--- src/park_distance_buzzer_controller_top_defines.svh ---
// ---------------------------------------------------------------------------
// park_distance_buzzer_controller_top_defines.svh
// Assertion macros shared by the buzzer controller RTL.
// ---------------------------------------------------------------------------
`ifndef PARK_DISTANCE_BUZZER_CONTROLLER_TOP_DEFINES_SVH
`define PARK_DISTANCE_BUZZER_CONTROLLER_TOP_DEFINES_SVH

// Same-cycle implication, disabled while reset is asserted.
`define PDBC_ASSERT_IMP(label, clk, rst_n, ante, cons) \
  label: assert property (@(posedge clk) disable iff (!rst_n) (ante) |-> (cons)) \
    else $error("pdbc: same-cycle check failed");

// Next-cycle implication, disabled while reset is asserted.
`define PDBC_ASSERT_NXT(label, clk, rst_n, ante, cons) \
  label: assert property (@(posedge clk) disable iff (!rst_n) (ante) |=> (cons)) \
    else $error("pdbc: next-cycle check failed");

`endif

--- src/pdbc_pkg.sv ---
// ---------------------------------------------------------------------------
// pdbc_pkg
// Types, constants and register codes of the park distance buzzer controller.
// ---------------------------------------------------------------------------
package pdbc_pkg;

  localparam int unsigned ZoneW  = 3;
  localparam int unsigned DistW  = 8;
  localparam int unsigned CountW = 10;
  localparam int unsigned TickW  = 8;
  localparam int unsigned CfgIdxW  = 3;
  localparam int unsigned CfgDataW = 10;

  localparam logic [ZoneW-1:0] ZONE_NEAREST = 3'd0;
  localparam logic [ZoneW-1:0] ZONE_NEAR    = 3'd1;
  localparam logic [ZoneW-1:0] ZONE_MID     = 3'd2;
  localparam logic [ZoneW-1:0] ZONE_FAR     = 3'd3;
  localparam logic [ZoneW-1:0] ZONE_MUTE    = 3'd4;

  // Upper band edges in cm, inclusive; FAR_HI_CM+1 .. MUTE_LO_CM-1 is the hold band.
  localparam logic [DistW-1:0] NEAREST_HI_CM = 8'd30;
  localparam logic [DistW-1:0] NEAR_HI_CM    = 8'd60;
  localparam logic [DistW-1:0] MID_HI_CM     = 8'd99;
  localparam logic [DistW-1:0] FAR_HI_CM     = 8'd139;
  localparam logic [DistW-1:0] MUTE_LO_CM    = 8'd150;

  // Register indexes on the configuration port.
  localparam logic [CfgIdxW-1:0] CFG_STOP_LIMIT = 3'd0;
  localparam logic [CfgIdxW-1:0] CFG_BEEP_ON    = 3'd1;
  localparam logic [CfgIdxW-1:0] CFG_NEAR_OFF   = 3'd2;
  localparam logic [CfgIdxW-1:0] CFG_MID_OFF    = 3'd3;
  localparam logic [CfgIdxW-1:0] CFG_FAR_OFF    = 3'd4;

  localparam logic [CountW-1:0] STOP_LIMIT_RST = 10'd300;
  localparam logic [TickW-1:0]  BEEP_ON_RST    = 8'd5;
  localparam logic [TickW-1:0]  NEAR_OFF_RST   = 8'd10;
  localparam logic [TickW-1:0]  MID_OFF_RST    = 8'd60;
  localparam logic [TickW-1:0]  FAR_OFF_RST    = 8'd90;

  // Pattern timing registers.
  typedef struct packed {
    logic [TickW-1:0] beep_on;
    logic [TickW-1:0] near_off;
    logic [TickW-1:0] mid_off;
    logic [TickW-1:0] far_off;
  } pdbc_cfg_t;

  // What one sensor lane reports for the current tick.
  typedef struct packed {
    logic             valid;
    logic [ZoneW-1:0] zone;
  } pdbc_lane_t;

  // Combined zone and pattern restart request from the merge stage.
  typedef struct packed {
    logic [ZoneW-1:0] zone;
    logic             restart;
  } pdbc_zone_t;

endpackage

--- src/pdbc_lane.sv ---
// ---------------------------------------------------------------------------
// pdbc_lane
// One sensor lane: sorts a distance into a zone and keeps the last zone.
// ---------------------------------------------------------------------------
module pdbc_lane (
  input  logic                          clk_i,
  input  logic                          rst_ni,
  input  logic                          accept_i,
  input  logic [pdbc_pkg::DistW-1:0]    distance_i,
  output pdbc_pkg::pdbc_lane_t          lane_o
);

  logic [pdbc_pkg::ZoneW-1:0] zone_q;
  logic [pdbc_pkg::ZoneW-1:0] zone_d;
  logic                       dist_valid;

  assign dist_valid = (distance_i != '0);

  always_comb begin
    zone_d = zone_q;
    if (dist_valid) begin
      if (distance_i <= pdbc_pkg::NEAREST_HI_CM) begin
        zone_d = pdbc_pkg::ZONE_NEAREST;
      end else if (distance_i <= pdbc_pkg::NEAR_HI_CM) begin
        zone_d = pdbc_pkg::ZONE_NEAR;
      end else if (distance_i <= pdbc_pkg::MID_HI_CM) begin
        zone_d = pdbc_pkg::ZONE_MID;
      end else if (distance_i <= pdbc_pkg::FAR_HI_CM) begin
        zone_d = pdbc_pkg::ZONE_FAR;
      end else if (distance_i >= pdbc_pkg::MUTE_LO_CM) begin
        zone_d = pdbc_pkg::ZONE_MUTE;
      end
      // hold band: keep the old zone
    end
  end

  always_ff @(posedge clk_i or negedge rst_ni) begin
    if (!rst_ni) begin
      zone_q <= pdbc_pkg::ZONE_MUTE;
    end else if (accept_i) begin
      zone_q <= zone_d;
    end
  end

  assign lane_o.valid = dist_valid;
  assign lane_o.zone  = zone_d;

endmodule

--- src/pdbc_merge.sv ---
// ---------------------------------------------------------------------------
// pdbc_merge
// Combines the two lanes: nearer zone, stop counter and invalid-sensor mute.
// ---------------------------------------------------------------------------
module pdbc_merge (
  input  logic                           clk_i,
  input  logic                           rst_ni,
  input  logic                           accept_i,
  input  pdbc_pkg::pdbc_lane_t           left_i,
  input  pdbc_pkg::pdbc_lane_t           right_i,
  input  logic [pdbc_pkg::CountW-1:0]    stop_limit_i,
  output pdbc_pkg::pdbc_zone_t           zone_o
);

  logic [pdbc_pkg::ZoneW-1:0]  final_q, final_d;
  logic [pdbc_pkg::ZoneW-1:0]  prev_q, prev_d;
  logic [pdbc_pkg::CountW-1:0] count_q, count_d;
  logic [pdbc_pkg::ZoneW-1:0]  nearer;
  logic                        restart;

  assign nearer = (left_i.zone < right_i.zone) ? left_i.zone : right_i.zone;

  always_comb begin
    final_d = final_q;
    prev_d  = prev_q;
    count_d = count_q;
    restart = 1'b0;
    if (left_i.valid && right_i.valid) begin
      final_d = nearer;
      if (nearer != prev_q) begin
        count_d = '0;
        restart = 1'b1;
        prev_d  = nearer;
      end else if (count_q >= stop_limit_i) begin
        // stop counter expired: forced mute
        final_d = pdbc_pkg::ZONE_MUTE;
        restart = (nearer != pdbc_pkg::ZONE_MUTE);
      end else begin
        count_d = count_q + 1'b1;
      end
    end else if (final_q != pdbc_pkg::ZONE_MUTE) begin
      final_d = pdbc_pkg::ZONE_MUTE;
      prev_d  = pdbc_pkg::ZONE_MUTE;
      restart = 1'b1;
    end
  end

  always_ff @(posedge clk_i or negedge rst_ni) begin
    if (!rst_ni) begin
      final_q <= pdbc_pkg::ZONE_NEAREST;
      prev_q  <= pdbc_pkg::ZONE_MUTE;
      count_q <= '0;
    end else if (accept_i) begin
      final_q <= final_d;
      prev_q  <= prev_d;
      count_q <= count_d;
    end
  end

  assign zone_o.zone    = final_d;
  assign zone_o.restart = restart;

endmodule

--- src/pdbc_pattern.sv ---
// ---------------------------------------------------------------------------
// pdbc_pattern
// Beep pattern generator: continuous, on/off beeping or silence per zone.
// ---------------------------------------------------------------------------
module pdbc_pattern (
  input  logic                  clk_i,
  input  logic                  rst_ni,
  input  logic                  accept_i,
  input  pdbc_pkg::pdbc_zone_t  zone_i,
  input  pdbc_pkg::pdbc_cfg_t   cfg_i,
  output logic                  buzzer_o
);

  logic [pdbc_pkg::TickW-1:0] timer_q, timer_d;
  logic                       on_q, on_d;
  logic [pdbc_pkg::ZoneW-1:0] pzone_q, pzone_d;
  logic                       level_q, level_d;
  logic [pdbc_pkg::TickW-1:0] timer_e;
  logic                       on_e;
  logic [pdbc_pkg::TickW-1:0] limit;

  // A zone change restarts the phase before this tick's pattern step.
  assign timer_e = zone_i.restart ? '0 : timer_q;
  assign on_e    = zone_i.restart ? 1'b0 : on_q;

  always_comb begin
    pzone_d = pzone_q;
    level_d = level_q;
    timer_d = timer_e;
    on_d    = on_e;
    if ((timer_e == '0) && !on_e) begin
      pzone_d = zone_i.zone;
      level_d = 1'b0;
    end
    case (pzone_d)
      pdbc_pkg::ZONE_NEAR: limit = on_e ? cfg_i.beep_on : cfg_i.near_off;
      pdbc_pkg::ZONE_MID:  limit = on_e ? cfg_i.beep_on : cfg_i.mid_off;
      pdbc_pkg::ZONE_FAR:  limit = on_e ? cfg_i.beep_on : cfg_i.far_off;
      default:             limit = cfg_i.beep_on;
    endcase
    case (pzone_d)
      pdbc_pkg::ZONE_NEAREST: begin
        level_d = 1'b1;
        on_d    = 1'b1;
        timer_d = '0;
      end
      pdbc_pkg::ZONE_NEAR, pdbc_pkg::ZONE_MID, pdbc_pkg::ZONE_FAR: begin
        if (timer_e < limit) begin
          timer_d = timer_e + 1'b1;
        end else begin
          on_d    = !on_e;
          timer_d = '0;
          level_d = !on_e;
        end
      end
      default: begin
        level_d = 1'b0;
        on_d    = 1'b0;
        timer_d = '0;
      end
    endcase
  end

  always_ff @(posedge clk_i or negedge rst_ni) begin
    if (!rst_ni) begin
      timer_q <= '0;
      on_q    <= 1'b0;
      pzone_q <= pdbc_pkg::ZONE_NEAREST;
      level_q <= 1'b0;
    end else if (accept_i) begin
      timer_q <= timer_d;
      on_q    <= on_d;
      pzone_q <= pzone_d;
      level_q <= level_d;
    end
  end

  assign buzzer_o = level_d;

endmodule

--- src/park_distance_buzzer_controller_top.sv ---
// ---------------------------------------------------------------------------
// park_distance_buzzer_controller_top
// Park distance buzzer controller: two sensor lanes, merge, beep pattern.
// ---------------------------------------------------------------------------
// One input transaction is one 10 ms tick carrying the left and right
// distances in cm (0 = sensor invalid); it yields exactly one result
// transaction with the buzzer level and the combined zone after that tick.
// The block takes one tick per clock cycle while in_stall_o is low: the
// whole tick update (both lane classifiers, the nearer-zone merge with
// its stop counter, and the pattern step) is combinational ahead of the
// state registers, and the result lands in an output register. A skid
// register behind it lets one more tick be taken while the output is
// stalled; in_stall_o rises only when both hold a result. Configuration
// writes are always ready and take effect on the next tick; index order is
// stop_limit, beep_on_ticks, near_off_ticks, mid_off_ticks, far_off_ticks,
// and writes to other indexes are dropped. Write configuration only while
// no result is pending.
// ---------------------------------------------------------------------------
`include "park_distance_buzzer_controller_top_defines.svh"

module park_distance_buzzer_controller_top (
  input  logic                            clk_i,
  input  logic                            rst_ni,
  // tick input
  input  logic                            in_valid_i,
  output logic                            in_stall_o,
  input  logic [pdbc_pkg::DistW-1:0]      left_distance_i,
  input  logic [pdbc_pkg::DistW-1:0]      right_distance_i,
  // result output
  output logic                            out_valid_o,
  input  logic                            out_stall_i,
  output logic                            buzzer_on_o,
  output logic [pdbc_pkg::ZoneW-1:0]      combined_zone_o,
  // configuration write
  input  logic                            cfg_valid_i,
  output logic                            cfg_ready_o,
  input  logic [pdbc_pkg::CfgIdxW-1:0]    cfg_index_i,
  input  logic [pdbc_pkg::CfgDataW-1:0]   cfg_data_i
);

  // configuration registers
  logic [pdbc_pkg::CountW-1:0] stop_limit_q;
  pdbc_pkg::pdbc_cfg_t         cfg_q;
  logic                        cfg_we;

  assign cfg_ready_o = 1'b1;
  assign cfg_we      = cfg_valid_i && cfg_ready_o;

  always_ff @(posedge clk_i or negedge rst_ni) begin
    if (!rst_ni) begin
      stop_limit_q   <= pdbc_pkg::STOP_LIMIT_RST;
      cfg_q.beep_on  <= pdbc_pkg::BEEP_ON_RST;
      cfg_q.near_off <= pdbc_pkg::NEAR_OFF_RST;
      cfg_q.mid_off  <= pdbc_pkg::MID_OFF_RST;
      cfg_q.far_off  <= pdbc_pkg::FAR_OFF_RST;
    end else if (cfg_we) begin
      case (cfg_index_i)
        pdbc_pkg::CFG_STOP_LIMIT: stop_limit_q   <= cfg_data_i;
        pdbc_pkg::CFG_BEEP_ON:    cfg_q.beep_on  <= cfg_data_i[pdbc_pkg::TickW-1:0];
        pdbc_pkg::CFG_NEAR_OFF:   cfg_q.near_off <= cfg_data_i[pdbc_pkg::TickW-1:0];
        pdbc_pkg::CFG_MID_OFF:    cfg_q.mid_off  <= cfg_data_i[pdbc_pkg::TickW-1:0];
        pdbc_pkg::CFG_FAR_OFF:    cfg_q.far_off  <= cfg_data_i[pdbc_pkg::TickW-1:0];
        default: ;  // unmapped index, dropped
      endcase
    end
  end

  // handshake: stall only while the skid register is occupied
  logic out_valid_q, skid_valid_q;
  logic accept, take;

  assign in_stall_o = skid_valid_q;
  assign accept     = in_valid_i && !in_stall_o;
  assign take       = out_valid_q && !out_stall_i;

  // sensor lanes
  pdbc_pkg::pdbc_lane_t left_lane, right_lane;
  pdbc_pkg::pdbc_zone_t zone;
  logic                 buzzer;

  pdbc_lane u_lane_left (
    .clk_i      (clk_i),
    .rst_ni     (rst_ni),
    .accept_i   (accept),
    .distance_i (left_distance_i),
    .lane_o     (left_lane)
  );

  pdbc_lane u_lane_right (
    .clk_i      (clk_i),
    .rst_ni     (rst_ni),
    .accept_i   (accept),
    .distance_i (right_distance_i),
    .lane_o     (right_lane)
  );

  // merge: nearer zone, stop counter, mute on invalid sensor
  pdbc_merge u_merge (
    .clk_i        (clk_i),
    .rst_ni       (rst_ni),
    .accept_i     (accept),
    .left_i       (left_lane),
    .right_i      (right_lane),
    .stop_limit_i (stop_limit_q),
    .zone_o       (zone)
  );

  // beep pattern
  pdbc_pattern u_pattern (
    .clk_i    (clk_i),
    .rst_ni   (rst_ni),
    .accept_i (accept),
    .zone_i   (zone),
    .cfg_i    (cfg_q),
    .buzzer_o (buzzer)
  );

  // output register and skid register
  logic                       out_buzzer_q, skid_buzzer_q;
  logic [pdbc_pkg::ZoneW-1:0] out_zone_q, skid_zone_q;

  always_ff @(posedge clk_i or negedge rst_ni) begin
    if (!rst_ni) begin
      out_valid_q  <= 1'b0;
      skid_valid_q <= 1'b0;
    end else begin
      if (accept) begin
        if (out_valid_q && !take) begin
          skid_valid_q <= 1'b1;
        end else begin
          out_valid_q <= 1'b1;
        end
      end else if (take) begin
        out_valid_q  <= skid_valid_q;
        skid_valid_q <= 1'b0;
      end
    end
  end

  always_ff @(posedge clk_i) begin
    if (accept) begin
      if (out_valid_q && !take) begin
        skid_buzzer_q <= buzzer;
        skid_zone_q   <= zone.zone;
      end else begin
        out_buzzer_q <= buzzer;
        out_zone_q   <= zone.zone;
      end
    end else if (take && skid_valid_q) begin
      out_buzzer_q <= skid_buzzer_q;
      out_zone_q   <= skid_zone_q;
    end
  end

  assign out_valid_o     = out_valid_q;
  assign buzzer_on_o     = out_buzzer_q;
  assign combined_zone_o = out_zone_q;

  // skid only ever holds the younger of two pending results
  `PDBC_ASSERT_IMP(a_skid_behind_out, clk_i, rst_ni, skid_valid_q, out_valid_q)
  // a tick arriving against a stalled output parks in the skid register
  `PDBC_ASSERT_NXT(a_stall_fills_skid, clk_i, rst_ni, accept && out_valid_q && out_stall_i,
                   skid_valid_q && out_valid_q)
  // draining the skid moves its result forward and frees the input
  `PDBC_ASSERT_NXT(a_skid_drains, clk_i, rst_ni, take && skid_valid_q,
                   out_valid_q && !skid_valid_q)

endmodule
--- config.mk ---
export PLATFORM = sky130hd
export DESIGN_NAME = park_distance_buzzer_controller_top
export DESIGN_NICKNAME = d
export VERILOG_FILES = /design/src/pdbc_pkg.sv /design/src/pdbc_lane.sv /design/src/pdbc_merge.sv /design/src/pdbc_pattern.sv /design/src/park_distance_buzzer_controller_top.sv
export VERILOG_INCLUDE_DIRS = /design/src /design/src/src
export SDC_FILE = /design/constraint.sdc
export NUM_CORES = 1
export LEC_CHECK = 0
export BUFFER_PORTS_ARGS = -buffer_cell sky130_fd_sc_hd__buf_2
export CAP_MARGIN = 5
export CORE_MARGIN = 3
export CORE_UTILIZATION = 45
export CTS_CLUSTER_SIZE = 12
export DETAILED_ROUTE_END_ITERATION = 8
export MAX_ROUTING_LAYER = met4
export SLEW_MARGIN = 20
export SYNTH_ARGS = -nofsm -noshare
export SYNTH_HDL_FRONTEND = slang
export SYNTH_SLANG_ARGS = --single-unit
export TNS_END_PERCENT = 30
--- constraint.sdc ---
create_clock -name clk_i -period 8.4 [get_ports clk_i]
set_clock_uncertainty 0.15 [all_clocks]
set_input_delay 0.42 -clock clk_i [delete_from_list [all_inputs] [get_ports clk_i]]
set_output_delay 0.42 -clock clk_i [all_outputs]
set_load 0.01 [all_outputs]
# Yosys cells after proc, flatten, opt, wreduce, memory -nomap -nowiden
# Index checks and enable logic that the tools add are counted.
[totals] regBits=87 latchBits=0 ramBits=0 romBits=0 inputBits=34 output_inout_bits=7 n_memories=0
[classes] n_addsub=2 multipliers=0 div=0 order_cmp=13 n_eq_ne=14 n_shift=0 muxes=52 bitwise=0 n_reduce_logical=30
[op_table] operator="two-way mux 3 bit" n=24
[op_table] operator="two-way mux 8 bit" n=6
[op_table] operator="case mux 8 bit (3 select lines)" n=1
[op_table] operator="two-way mux 10 bit" n=2
[op_table] operator="AND reduction 2 bit" n=9
[op_table] operator="two-way mux 1 bit" n=17
[op_table] operator="greater-or-equal comparator 8 bit (second input constant)" n=2
[op_table] operator="less-or-equal comparator 8 x 5 -> 1 bit (second input constant)" n=2
[op_table] operator="less-or-equal comparator 8 x 6 -> 1 bit (second input constant)" n=2
[op_table] operator="less-or-equal comparator 8 x 7 -> 1 bit (second input constant)" n=2
[op_table] operator="less-or-equal comparator 8 bit (second input constant)" n=2
[op_table] operator="nonzero test 8 bit" n=2
[op_table] operator="== test 3 x 2 -> 1 bit (second input constant)" n=4
[op_table] operator="adder 10 x 1 -> 10 bit (second input constant)" n=1
[op_table] operator="greater-or-equal comparator 10 bit" n=1
[op_table] operator="adder 8 x 1 -> 8 bit (second input constant)" n=1
[op_table] operator="logical NOT 8 bit" n=1
[op_table] operator="< comparator 8 bit" n=1
[op_table] operator="== test 3 x 1 -> 1 bit (second input constant)" n=2
[op_table] operator="logical AND 1 bit" n=6
[op_table] operator="logical NOT 3 bit" n=2
[op_table] operator="!= test 3 bit (second input constant)" n=2
[op_table] operator="AND reduction 3 bit" n=2
[op_table] operator="nonzero test 2 bit" n=3
[op_table] operator="other kinds (8)" n=14

# Longest topological paths before layout
[logic_depth] ltp_word=24 ltp_mapped=35 mapped_depth_nobuf=34

# Modules after synthesis
# Synthesis repeated with hierarchy kept, for this count alone.
[unflattened] hier_cells=511 hier_area_um2=5268.8
[modules_own_cells] mod="park_distance_buzzer_controller_top" n_inst=1 cells_per_inst=121 area_each_um2=2049.5 seq_area_each_um2=1361.3
[modules_own_cells] mod="pdbc_pattern" n_inst=1 cells_per_inst=166 area_each_um2=1360.1 seq_area_each_um2=325.3
[modules_own_cells] mod="pdbc_merge" n_inst=1 cells_per_inst=152 area_each_um2=1286.2 seq_area_each_um2=401.6
[modules_own_cells] mod="pdbc_lane" n_inst=2 cells_per_inst=36 area_each_um2=286.5 seq_area_each_um2=76.3

# Least setup slack after synthesis
# No wires, ideal clock.
[synth_timing] path_kind="input-to-reg" from="in right_distance_i[2] (netlist name)" to="reg out_buzzer_q, in the netlist buzzer_on_o, data pin" setup_ps=272 t_arrival_ps=6554 setup_slack_ps=1424 stages=32 n_path_buf=2 cell_sequence="or3_1 -> nor3_2 -> nand2b_1 -> a211oi_2 -> inv_1 -> ha_1 -> a221o_1 -> nor3_2 -> and2b_4 -> mux2i_1 -> o21a_2 -> a21bo_2 -> clkbuf_1 -> nand2_1 -> ha_1 -> nor4b_1 -> nand2_1 -> o21ai_1 -> mux2_2 -> buf_2 -> mux2i_1 -> nor2_1 -> a221oi_1 -> ha_1 -> a21oi_1 -> nor2b_1 -> o21ai_0 -> nand2b_1 -> a21oi_1 -> a21oi_1 -> nor3b_1 -> or4b_1"
[synth_between] elab_chain_len=24
[synth_lines] item="from (decl)" line="park_distance_buzzer_controller_top.sv:28" rtl="input logic [pdbc_pkg::DistW-1:0] right_distance_i,"
[synth_lines] item="greater-or-equal comparator 8 bit" line="pdbc_lane.sv:30" rtl="end else if (distance_i >= pdbc_pkg::MUTE_LO_CM) begin"
[synth_lines] item="two-way mux 3 bit" line="pdbc_lane.sv:30"
[synth_lines] item="two-way mux 3 bit" line="pdbc_lane.sv:28" rtl="end else if (distance_i <= pdbc_pkg::FAR_HI_CM) begin"
[synth_lines] item="two-way mux 3 bit" line="pdbc_lane.sv:26" rtl="end else if (distance_i <= pdbc_pkg::MID_HI_CM) begin"
[synth_lines] item="two-way mux 3 bit" line="pdbc_lane.sv:24" rtl="end else if (distance_i <= pdbc_pkg::NEAR_HI_CM) begin"
[synth_lines] item="two-way mux 3 bit" line="pdbc_lane.sv:22" rtl="if (distance_i <= pdbc_pkg::NEAREST_HI_CM) begin"
[synth_lines] item="two-way mux 3 bit" line="pdbc_lane.sv:21" rtl="if (dist_valid) begin"
[synth_lines] item="< comparator 3 bit" line="pdbc_merge.sv:21" rtl="assign nearer = (left_i.zone < right_i.zone) ? left_i.zone : right_i.zone;"
[synth_lines] item="[... 8 more ...]"
[synth_lines] item="two-way mux 3 bit" line="pdbc_pattern.sv:31" rtl="if ((timer_e == '0) && !on_e) begin"
[synth_lines] item="== test 3 x 2 -> 1 bit or == test 3 x 1 -> 1 bit (tied branches)" line="pdbc_pattern.sv:35, pdbc_pattern.sv:41"
[synth_lines] item="case mux 8 bit (3 select lines)" line="pdbc_pattern.sv:35" rtl="case (pzone_d)"
[synth_lines] item="< comparator 8 bit" line="pdbc_pattern.sv:48" rtl="if (timer_e < limit) begin"
[synth_lines] item="two-way mux 1 bit" line="pdbc_pattern.sv:48"
[synth_lines] item="case mux 1 bit (2 select lines) *" line="pdbc_pattern.sv:41" rtl="case (pzone_d)"
[synth_lines] item="two-way mux 1 bit *" line="park_distance_buzzer_controller_top.sv:142" rtl="if (out_valid_q && !take) begin"
[synth_lines] item="two-way mux 1 bit *" line="park_distance_buzzer_controller_top.sv:141" rtl="if (accept) begin"
[synth_lines] item="to (signal assigned)" line="park_distance_buzzer_controller_top.sv:146" rtl="out_buzzer_q <= buzzer;"
[synth_lines] item="to (signal assigned)" line="park_distance_buzzer_controller_top.sv:150" rtl="out_buzzer_q <= skid_buzzer_q;"
[synth_lines] item="to (decl)" line="park_distance_buzzer_controller_top.sv:119" rtl="logic out_buzzer_q, skid_buzzer_q;"
# Mark *: on every way between the ends. The rest lies on a longest branch, timed or not. The select of a mux whose other input is x is not followed.
# A chain may end at the register's enable or synchronous reset.

# Worst setup path in the final report
[layout_timing] from="in right_distance_i[3] (netlist name)" to="reg out_buzzer_q, in the netlist buzzer_on_o, data pin"
# Same word-level chain as after synthesis.

==> flow_summary.toml <==
[final_layout]
syn_to_final_growth_pct = 12.3
final_cell_mix = "68 x nand2_1, 60 x dfrtp_1, 57 x nor2_1"
drive_gt1_frac = 0.223
fin_nets = 652
n_antenna_cell = 0
finalNonFillerCells = 740
fillers = 1053
layout_commonest_cell = "nand2_1"

[grt]
grt_pass1_vias = 4186
antenna_found_initial = 0
grt_max_degree = 80
overflow = 0
grtUsageTotal = 0.208
grt_pass1_wl_microns = 20900

[routing]
drc = 0
drt-vias-per-instance = 5.76
drt_iter0_markers = 208
ant_nets = 0
wire_per_inst_microns = 16.4
vias = 4262
drt_pre_antenna_iters = 4
wl_microns = 12100

[clock_tree]
clkLatencyLatePin_ns = 0.35
numClockSinks = 87
cts_setup_buffers = 0
cts_resized = 0
cts_made_buffers = 9
htree_levels = 3
hold_buffers = 0
clk_pin_slew_ns = 0.06
cts_root_buf = "clkbuf_16"
tritoncts = "done"
clockBufferDepth = 2

[synthesis]
ys_seq_elements = 87
async_flop_share = 0.908
synth.net_count = 611
avgSynthCellArea_sq_um = 9.50
ys_seq_area_frac = 0.426
yosysUniqueCellTypes = 78
synth-edff-count = 8
ys_warn_count = 0
netlist_instances = 554
ys.flop_type = "dfrtp_1"
netlist_area_sq_um = 5270

[floorplan]
dieWidth_microns = 114
dieArea_sq_um = 13000
die_h_microns = 114
initial_core_util = 0.473
rows = 38
io_pins = 41
coreArea_sq_um = 11100

[timing]
slew_headroom = 0.502
tightest_slew_ns = 0.747
finalSetupViolCount = 0
setup_tns_ns = 0
hold_viol_final = 39
fin_crit_sh = 0.895
whs_ns = -0.0619
post-route-min-period_ns = 7.52
max_freq_ghz = 0.133
drv_slew = 0
worst_slack_ns = 0.883
rsz0062_at_grt = "false"

[worst_setup_path]
max_stage_delay_ns = 0.52
cp_max_fo = 16
cp-end-kind = "flop"
arrival_ns = 7.45
path_common_cell = "ha_1"
cpMaxStageDelayCell = "mux2_2"
path_class = "in -> reg"
worst_setup_path_start_kind = "input port"
critPathRequiredTime_ns = 8.34
critPathBufInv = 2
cp_top_family = "compound AO/OA/AOI/OAI gates"

[placed_design]
io_buffers = 39
gp_congestion = 0.898
dp_worst_setup_slack_ns = 0.572
dp.cells = 724
dpl.hpwl_microns = 8870

[pwr]
power.leakage_nw = 2.64
p_per_area_nw_per_um2 = 276
ir_worst_vdd_mv = 0.121

[run]
max_cap_viol_count = 0

[run_status]
outcome = "finished, violations left"
violations = "hold timing"

[hold_path]
worstHoldPathType = "in -> async"
path summary, 6_finish.rpt:
check | startpoint | to | slack (ns) | depth (start not counted)
max reg2reg | u_lane_right.zone_q[1]$_DFFE_PN0P_ | buzzer_on_o$_DFFE_PP_ | 1.42 | 24
min reg2reg | u_lane_left.zone_q[2]$_DFFE_PN1P_ | u_lane_left.zone_q[2]$_DFFE_PN1P_ | 0.33 | 2
max in group asynchronous | rst_ni | u_pattern.timer_q[1]$_DFFE_PN0P_ | 7.62 | 1
min | rst_ni | u_lane_right.zone_q[1]$_DFFE_PN0P_ | -0.06 | 1
max | right_distance_i[3] | buzzer_on_o$_DFFE_PP_ | 0.88 | 27
min in group clk_i | cfg_data_i[8] | stop_limit_q[8]$_DFFE_PN1P_ | 0.13 | 3
layout make-up:
| class | instances | area [sq um] | area share |
|---|---|---|---|
| flip-flops and latches | 87 | 2240 | 0.379 |
| repair buffers | 45 | 246 | 0.0417 |
| clock inverters | 4 | 27.5 | 0.00465 |
| well taps | 140 | 175 | 0.0296 |
| inverters | 27 | 101 | 0.0171 |
| multi-input cells | 425 | 2860 | 0.483 |
| clock buffers | 12 | 268 | 0.0453 |
state kept, by name, summed over array words and instances (netlist names), 8 cells and up:
| register | cells |
|---|---|
| cfg_q | 32 |
| stop_limit_q | 10 |
| u_merge.count_q | 10 |
| u_pattern.timer_q | 8 |
cell families (layout without fill, tap and decap cells):
family | count (synthesis) | in the layout | share of synthesized area
XOR/XNOR | 9 | 9 | 0.0150
flip-flops | 87 | 87 | 0.426
adder cells (fa/ha/maj) | 23 | 23 | 0.0547
AND/OR/NAND/NOR | 210 | 210 | 0.197
other | 1 | 1 | 0.000712
multiplexers | 44 | 44 | 0.0917
AO/OA/AOI/OAI | 138 | 138 | 0.182
buffers and inverters | 42 | 88 | 0.0333
per-layer routing:
layer,GRT usage,wire [microns]
met1,0.278,5940
met2,0.320,5560
met3,0.0291,395
met4,0.0823,224
met5,-,0
cells in the mapped netlist, types with 4 or more instances:
cell type	number	share of area
a211oi_1	5	0.0071
a21oi_1	26	0.025
a221oi_1	5	0.0083
a22o_1	5	0.0083
and2_1	15	0.018
and3_1	4	0.0048
clkbuf_1	10	0.0071
dfrtp_1	60	0.29
dfstp_2	19	0.095
edfxtp_1	8	0.046
ha_1	23	0.055
inv_1	27	0.019
mux2_2	34	0.073
mux2i_1	10	0.019
nand2_1	68	0.048
nand2b_1	6	0.0071
nand3_1	9	0.0086
nand4_1	7	0.0083
nor2_1	57	0.041
nor2b_1	6	0.0071
nor3_1	8	0.0076
nor4_1	5	0.0059
o21ai_0	41	0.039
o22ai_1	4	0.0048
o31ai_1	4	0.0057
or3_1	4	0.0048
xor2_1	6	0.010
power breakdown:
| part | switching [mW] | internal, mW | leakage (nW) |
|---|---|---|---|
| clock | 0.169 | 0.227 | 0.148 |
| combinational | 0.363 | 0.252 | 1.45 |
| sequential | 0.0710 | 0.553 | 1.04 |
worst register-to-register path, cell delays in order (launching register included):
cell and delay (ns):
dfrtp_1 0.36, nor2_1 0.07, a211oi_2 0.35, inv_1 0.11, ha_1 0.21, a221o_1 0.35
nor3_2 0.24, and2b_4 0.24, mux2i_1 0.15, o21a_2 0.22, a21bo_2 0.35, nand2_1 0.15
ha_1 0.19, nor4b_1 0.31, nand2_1 0.19, o21ai_1 0.30, mux2_2 0.52, or3b_2 0.50
a41o_1 0.27, ha_1 0.28, and4_1 0.25, a21oi_1 0.19, a21oi_1 0.11, nor3b_1 0.16
or4b_1 0.51
metrics by stage:
stage	cell area, sq um	util	hold slack, ns	power [mW]
2_1_floorplan	5270	-	-0.0256	1.08
3_3_place_gp	5620	0.505	0.313	1.23
3_5_place_dp	5620	0.505	0.326	1.25
4_1_cts	5910	0.531	0.121	1.65
5_1_grt	5910	0.532	0.00945	1.76
6_report	5910	0.532	-0.0619	1.63
Power figures use the tool's default switching activity.
